==> config.mk <==
export PLATFORM = sky130hd
export DESIGN_NAME = dwpid_ctrl
export DESIGN_NICKNAME = d
export VERILOG_FILES = /design/src/hdl/dwpid_pkg.sv /design/src/hdl/dwpid_ctrl.sv
export SDC_FILE = /design/constraint.sdc
export NUM_CORES = 1
export LEC_CHECK = 0
export BUFFER_PORTS_ARGS = -buffer_cell sky130_fd_sc_hd__buf_2
export CORE_AREA = 2 2 39 41
export CTS_BUF_LIST = sky130_fd_sc_hd__clkbuf_4
export CTS_CLUSTER_SIZE = 25
export DETAILED_ROUTE_END_ITERATION = 10
export DIE_AREA = 0 0 41 43
export SETUP_SLACK_MARGIN = 0.3
export SYNTH_ARGS = -nofsm -noshare
export SYNTH_HDL_FRONTEND = slang
export SYNTH_SLANG_ARGS = --single-unit
==> constraint.sdc <==
create_clock -name clk -period 2.4 [get_ports clk]
set_clock_uncertainty 0.05 [all_clocks]
set_input_delay 0.6 -clock clk [delete_from_list [all_inputs] [get_ports clk]]
set_output_delay 0.6 -clock clk [all_outputs]
set_load 0.01 [all_outputs]
==> src/hdl/dwpid_pkg.sv <==
// shared types and constants for the dual wheel pid speed controller
package dwpid_pkg;

	localparam int VALUE_WIDTH = 32;
	localparam int ACC_W = 44;
	localparam int DIV_NW = 96;
	localparam int DIV_DW = 64;
	localparam int DIV_CW = 7;
	localparam int IDX_W = 3;

	localparam logic [VALUE_WIDTH-1:0] VMAX = {1'b0, {(VALUE_WIDTH-1){1'b1}}};
	localparam logic [VALUE_WIDTH-1:0] INT_LIMIT = 32'd65470;

	localparam logic [IDX_W-1:0] REG_GAIN_P   = 3'd0;
	localparam logic [IDX_W-1:0] REG_GAIN_I   = 3'd1;
	localparam logic [IDX_W-1:0] REG_GAIN_D   = 3'd2;
	localparam logic [IDX_W-1:0] REG_INTERVAL = 3'd3;
	localparam logic [IDX_W-1:0] REG_TICK     = 3'd4;
	localparam logic [IDX_W-1:0] REG_CPM      = 3'd5;

	typedef enum logic [4:0] {
		ST_IDLE,
		ST_CHECK,
		ST_EL,
		ST_DIST_GO,
		ST_DIST_WAIT,
		ST_SPEED_GO,
		ST_SPEED_WAIT,
		ST_DERIV_GO,
		ST_DERIV_WAIT,
		ST_MP,
		ST_MI,
		ST_MD,
		ST_ML,
		ST_MH,
		ST_INC,
		ST_MT,
		ST_CLAMP,
		ST_OUT
	} state_t;

	typedef struct packed {
		state_t step;
		logic   wheel;
		logic   take;
		logic   load_out;
	} cmd_t;

	typedef struct packed {
		logic upd;
		logic div_done;
	} stat_t;

endpackage

==> src/hdl/dwpid_ctrl.sv <==
// controller: sequences one item through both wheels when an update is due, and runs the handshakes
module dwpid_ctrl import dwpid_pkg::*; (
	input  logic  clk,
	input  logic  arst_n,
	input  logic  in_valid,
	output logic  in_ready,
	output logic  out_valid,
	input  logic  out_ready,
	input  stat_t stat,
	output cmd_t  cmd
);

	state_t state_q, state_d;
	logic   wheel_q, wheel_d;
	logic   out_valid_q;

	always_ff @(posedge clk or negedge arst_n) begin
		if (!arst_n) begin
			state_q <= ST_IDLE;
			wheel_q <= 1'b0;
			out_valid_q <= 1'b0;
		end else begin
			state_q <= state_d;
			wheel_q <= wheel_d;
			if (cmd.load_out)
				out_valid_q <= 1'b1;
			else if (out_ready)
				out_valid_q <= 1'b0;
		end
	end

	always_comb begin
		state_d = state_q;
		wheel_d = wheel_q;
		in_ready = (state_q == ST_IDLE);
		cmd.step = state_q;
		cmd.wheel = wheel_q;
		cmd.take = in_valid && (state_q == ST_IDLE);
		cmd.load_out = (state_q == ST_OUT) && (!out_valid_q || out_ready);
		unique case (state_q)
			ST_IDLE:       if (in_valid) state_d = ST_CHECK;
			ST_CHECK:      state_d = stat.upd ? ST_EL : ST_OUT;
			ST_EL: begin
				wheel_d = 1'b0;
				state_d = ST_DIST_GO;
			end
			ST_DIST_GO:    state_d = ST_DIST_WAIT;
			ST_DIST_WAIT:  if (stat.div_done) state_d = ST_SPEED_GO;
			ST_SPEED_GO:   state_d = ST_SPEED_WAIT;
			ST_SPEED_WAIT: if (stat.div_done) state_d = ST_DERIV_GO;
			ST_DERIV_GO:   state_d = ST_DERIV_WAIT;
			ST_DERIV_WAIT: if (stat.div_done) state_d = ST_MP;
			ST_MP:         state_d = ST_MI;
			ST_MI:         state_d = ST_MD;
			ST_MD:         state_d = ST_ML;
			ST_ML:         state_d = ST_MH;
			ST_MH:         state_d = ST_INC;
			ST_INC:        state_d = ST_MT;
			ST_MT:         state_d = ST_CLAMP;
			ST_CLAMP: begin
				if (!wheel_q) begin
					wheel_d = 1'b1;
					state_d = ST_DIST_GO;
				end else begin
					state_d = ST_OUT;
				end
			end
			ST_OUT:        if (cmd.load_out) state_d = ST_IDLE;
			default:       state_d = ST_IDLE;
		endcase
	end

	assign out_valid = out_valid_q;

endmodule

==> results.sh <==
export IMPL_dr_pass1_iters=4
export IMPL_cts_root_buffer="clkbuf_4"
export IMPL_r2r_end="state_q[1]"
export IMPL_finalCritPeriodShare=0.889
export IMPL_power_switching_mw=0.327
export IMPL_placedInstanceArea_sq_um=544
export IMPL_routedWlPerCell_um=12.2
export IMPL_pre_cts_slack_ns=0.460
export IMPL_gp_congestion=0.719
export IMPL_ys_seq_area_frac=0.393
export IMPL_num_rows=14
export IMPL_synth_edf_count=0
export IMPL_ctsHtreeMaxLevel=1
export IMPL_drv_slew=0
export IMPL_max_cap_viol_count=0
export IMPL_power_internal_mw=0.453
export IMPL_grt_pass1_vias=391
export IMPL_final_common_cell="buf_2"
export IMPL_layout_area_overhead_vs_synth_pct=30.6
export IMPL_clockPowerShare=0.151
export IMPL_cp_required_ns=1.75
export IMPL_rrSetupSlack_ns=0.78
export IMPL_core_sq_mm=0.00138
export IMPL_rsz0062_at_grt="true"
export IMPL_synth_nets=56
export IMPL_layout_drive_gt1_share=0.397
export IMPL_power_frac_comb=0.604
export IMPL_status="complete, no violations"
export IMPL_synth_cell_types=27
export IMPL_synth_yosys_warnings=0
export IMPL_fin_ws_ns=0.267
export IMPL_ir_worst_vdd_v=0.000323
export IMPL_crit_path_start_kind="register"
export IMPL_cpPeakStageDelay_ns=0.41
export IMPL_sequentialPowerShare=0.245
export IMPL_io_pins=16
export IMPL_syn_area_sq_um=445
export IMPL_arrival_ns=1.48
export IMPL_stdcell_area_sq_um=582
export IMPL_synth_seq_cells=7
export IMPL_r2r_cells=4
export IMPL_dieArea_sq_mm=0.00176
export IMPL_grt_pass1_wl_um=1550
export IMPL_critPathMaxFanout=4
export IMPL_clock_latency_ns=0.25
export IMPL_cts_made_buffers=3
export IMPL_drt_drc_violations_left=0
export IMPL_fmax_mhz=469
export IMPL_num_fill_cells=140
export IMPL_fin_crit_ns=2.13
export IMPL_overflow=0
export IMPL_hold_viol=0
export IMPL_tightest_slew_ns=0.296
export IMPL_diodes=0
export IMPL_clkTransAtPathRegs_ns=0.05
export IMPL_postSynthCellCount=50
export IMPL_cts_sinks=7
export IMPL_ys_async_sr_fraction=1.00
export IMPL_ant_nets=0
export IMPL_start_util=0.322
export IMPL_dieHeight_um=43
export IMPL_cp_slowest_cell="or3_4"
export IMPL_maxSlewHeadroom=0.801
export IMPL_groute_usage_overall=0.129
export IMPL_drtIter0Drc=17
export IMPL_portBuffers=15
export IMPL_layout_nets=75
export IMPL_leakagePower_nw=0.284
export IMPL_vias=443
export IMPL_die_w_um=41
export IMPL_wirelength_um=1020
export IMPL_dpl_cell_count=80
export IMPL_grt_max_degree=13
export IMPL_swShare=0.419
export IMPL_setup_worst_path_class="reg2out"
export IMPL_layout_common_cells="buf_2 (15), dfrtp_1 (7), buf_4 (5)"
export IMPL_tritoncts="built"
export IMPL_tns_ns=0
export IMPL_postSynthAreaPerCell_sq_um=8.91
export IMPL_postCtsSetupBuffers=0
export IMPL_antenna_found_initial=0
export IMPL_clockBufferDepth=2
export IMPL_end_kind="output port"
export IMPL_finalSetupViolCount=0
export IMPL_cp_cell_sequence="or3_4 > or2_4 > nor2b_1 > buf_2"
export IMPL_vias_per_cell=5.27
export IMPL_power_density_mw_per_mm2=1340
export IMPL_finalNonFillerCells=84
export IMPL_synth_flop_cell="dfrtp_1"
export IMPL_hold_path_class="in2async"
export IMPL_cts_hold_buffers=0
export IMPL_r2r_start="state_q[0]"
==> worst max-delay path, delay by kind of cell (launching register included) <==
kind,cells,cell delay [ns]
simple gates,3,0.74
flops,1,0.37
buf+inv,1,0.13
==> repair_timing <==
item | CTS | global route
gates resized for setup | 1 | 1
pin swaps | 2 | 1
endpoints found under the setup margin | 1 | 3
==> power groups by stage <==
stage,Sequential [mW],Combinational (mW),Clock [mW]
floorplan,0.219,0.293,0
global placement,0.193,0.455,0
detailed placement,0.194,0.460,0
CTS,0.192,0.464,0.119
global route,0.197,0.526,0.125
finish,0.191,0.472,0.117
==> registers in the layout, summed over array words and instances, names as in the netlist <==
name       count
out_valid      1
wheel_q        1
state_q        5
==> cells by family (layout without fill, tap and decap cells) <==
kind of cell    count (synthesis)  in the layout  share of synthesized area
buf+inv                         7             25                     0.0843
compound gates                 10             10                      0.163
xor+xnor                        2              2                     0.0393
simple gates                   24             24                      0.320
flops                           7              7                      0.393
==> metrics by stage <==
stage,total power [mW],hold slack (ns),utilization
5_1_grt,0.848,0.132,0.420
3_5_place_dp,0.654,0.392,0.393
6_report,0.780,0.127,0.420
4_1_cts,0.776,0.127,0.417
3_3_place_gp,0.648,0.391,0.393
2_1_floorplan,0.513,0.254,-
==> routing by layer <==
| layer | part of all wire | routed length, um | GRT usage | vias to the layer above |
|---|---|---|---|---|
| met5 | 0 | 0 | 0 | - |
| met4 | 0.0088 | 9 | 0.100 | 0 |
| met3 | 0.054 | 55 | 0.0157 | 2 |
| met2 | 0.46 | 469 | 0.200 | 16 |
| met1 | 0.48 | 488 | 0.150 | 208 |
| li1 | - | - | - | 217 |
==> Yosys cell counts (2+ instances only) <==
cell type / number / area, sq um
a21oi_1: 2 / 10.0
o22ai_1: 2 / 12.5
xor2_1: 2 / 17.5
dfrtp_1: 7 / 175
nand3_1: 2 / 10.0
clkbuf_1: 4 / 15.0
nand2b_1: 3 / 18.8
nor2_1: 2 / 7.51
nor3_1: 4 / 20.0
nand2_1: 3 / 11.3
or4_1: 3 / 22.5
==> worst max-delay path by stage <==
stage | startpoint | endpoint | cells past startpoint
2_1_floorplan | state_q[3] | cmd[1] | 4
3_3_place_gp | state_q[1] | cmd[0] | 4
3_5_place_dp | state_q[1] | cmd[0] | 4
4_1_cts | state_q[3] | cmd[0] | 4
5_1_grt | state_q[1] | cmd[0] | 4
6_report | state_q[1] | cmd[0] | 4
==> cell type report <==
cell class                 count  area [sq um]  area share
multi-input combinational     36           240       0.413
sequential                     7           175       0.301
timing repair buffer          20           113       0.194
clock buffer                   4          30.0      0.0516
tap                           16          20.0      0.0344
inverter                       1          3.75     0.00645
(Power assumes the default switching activity.)
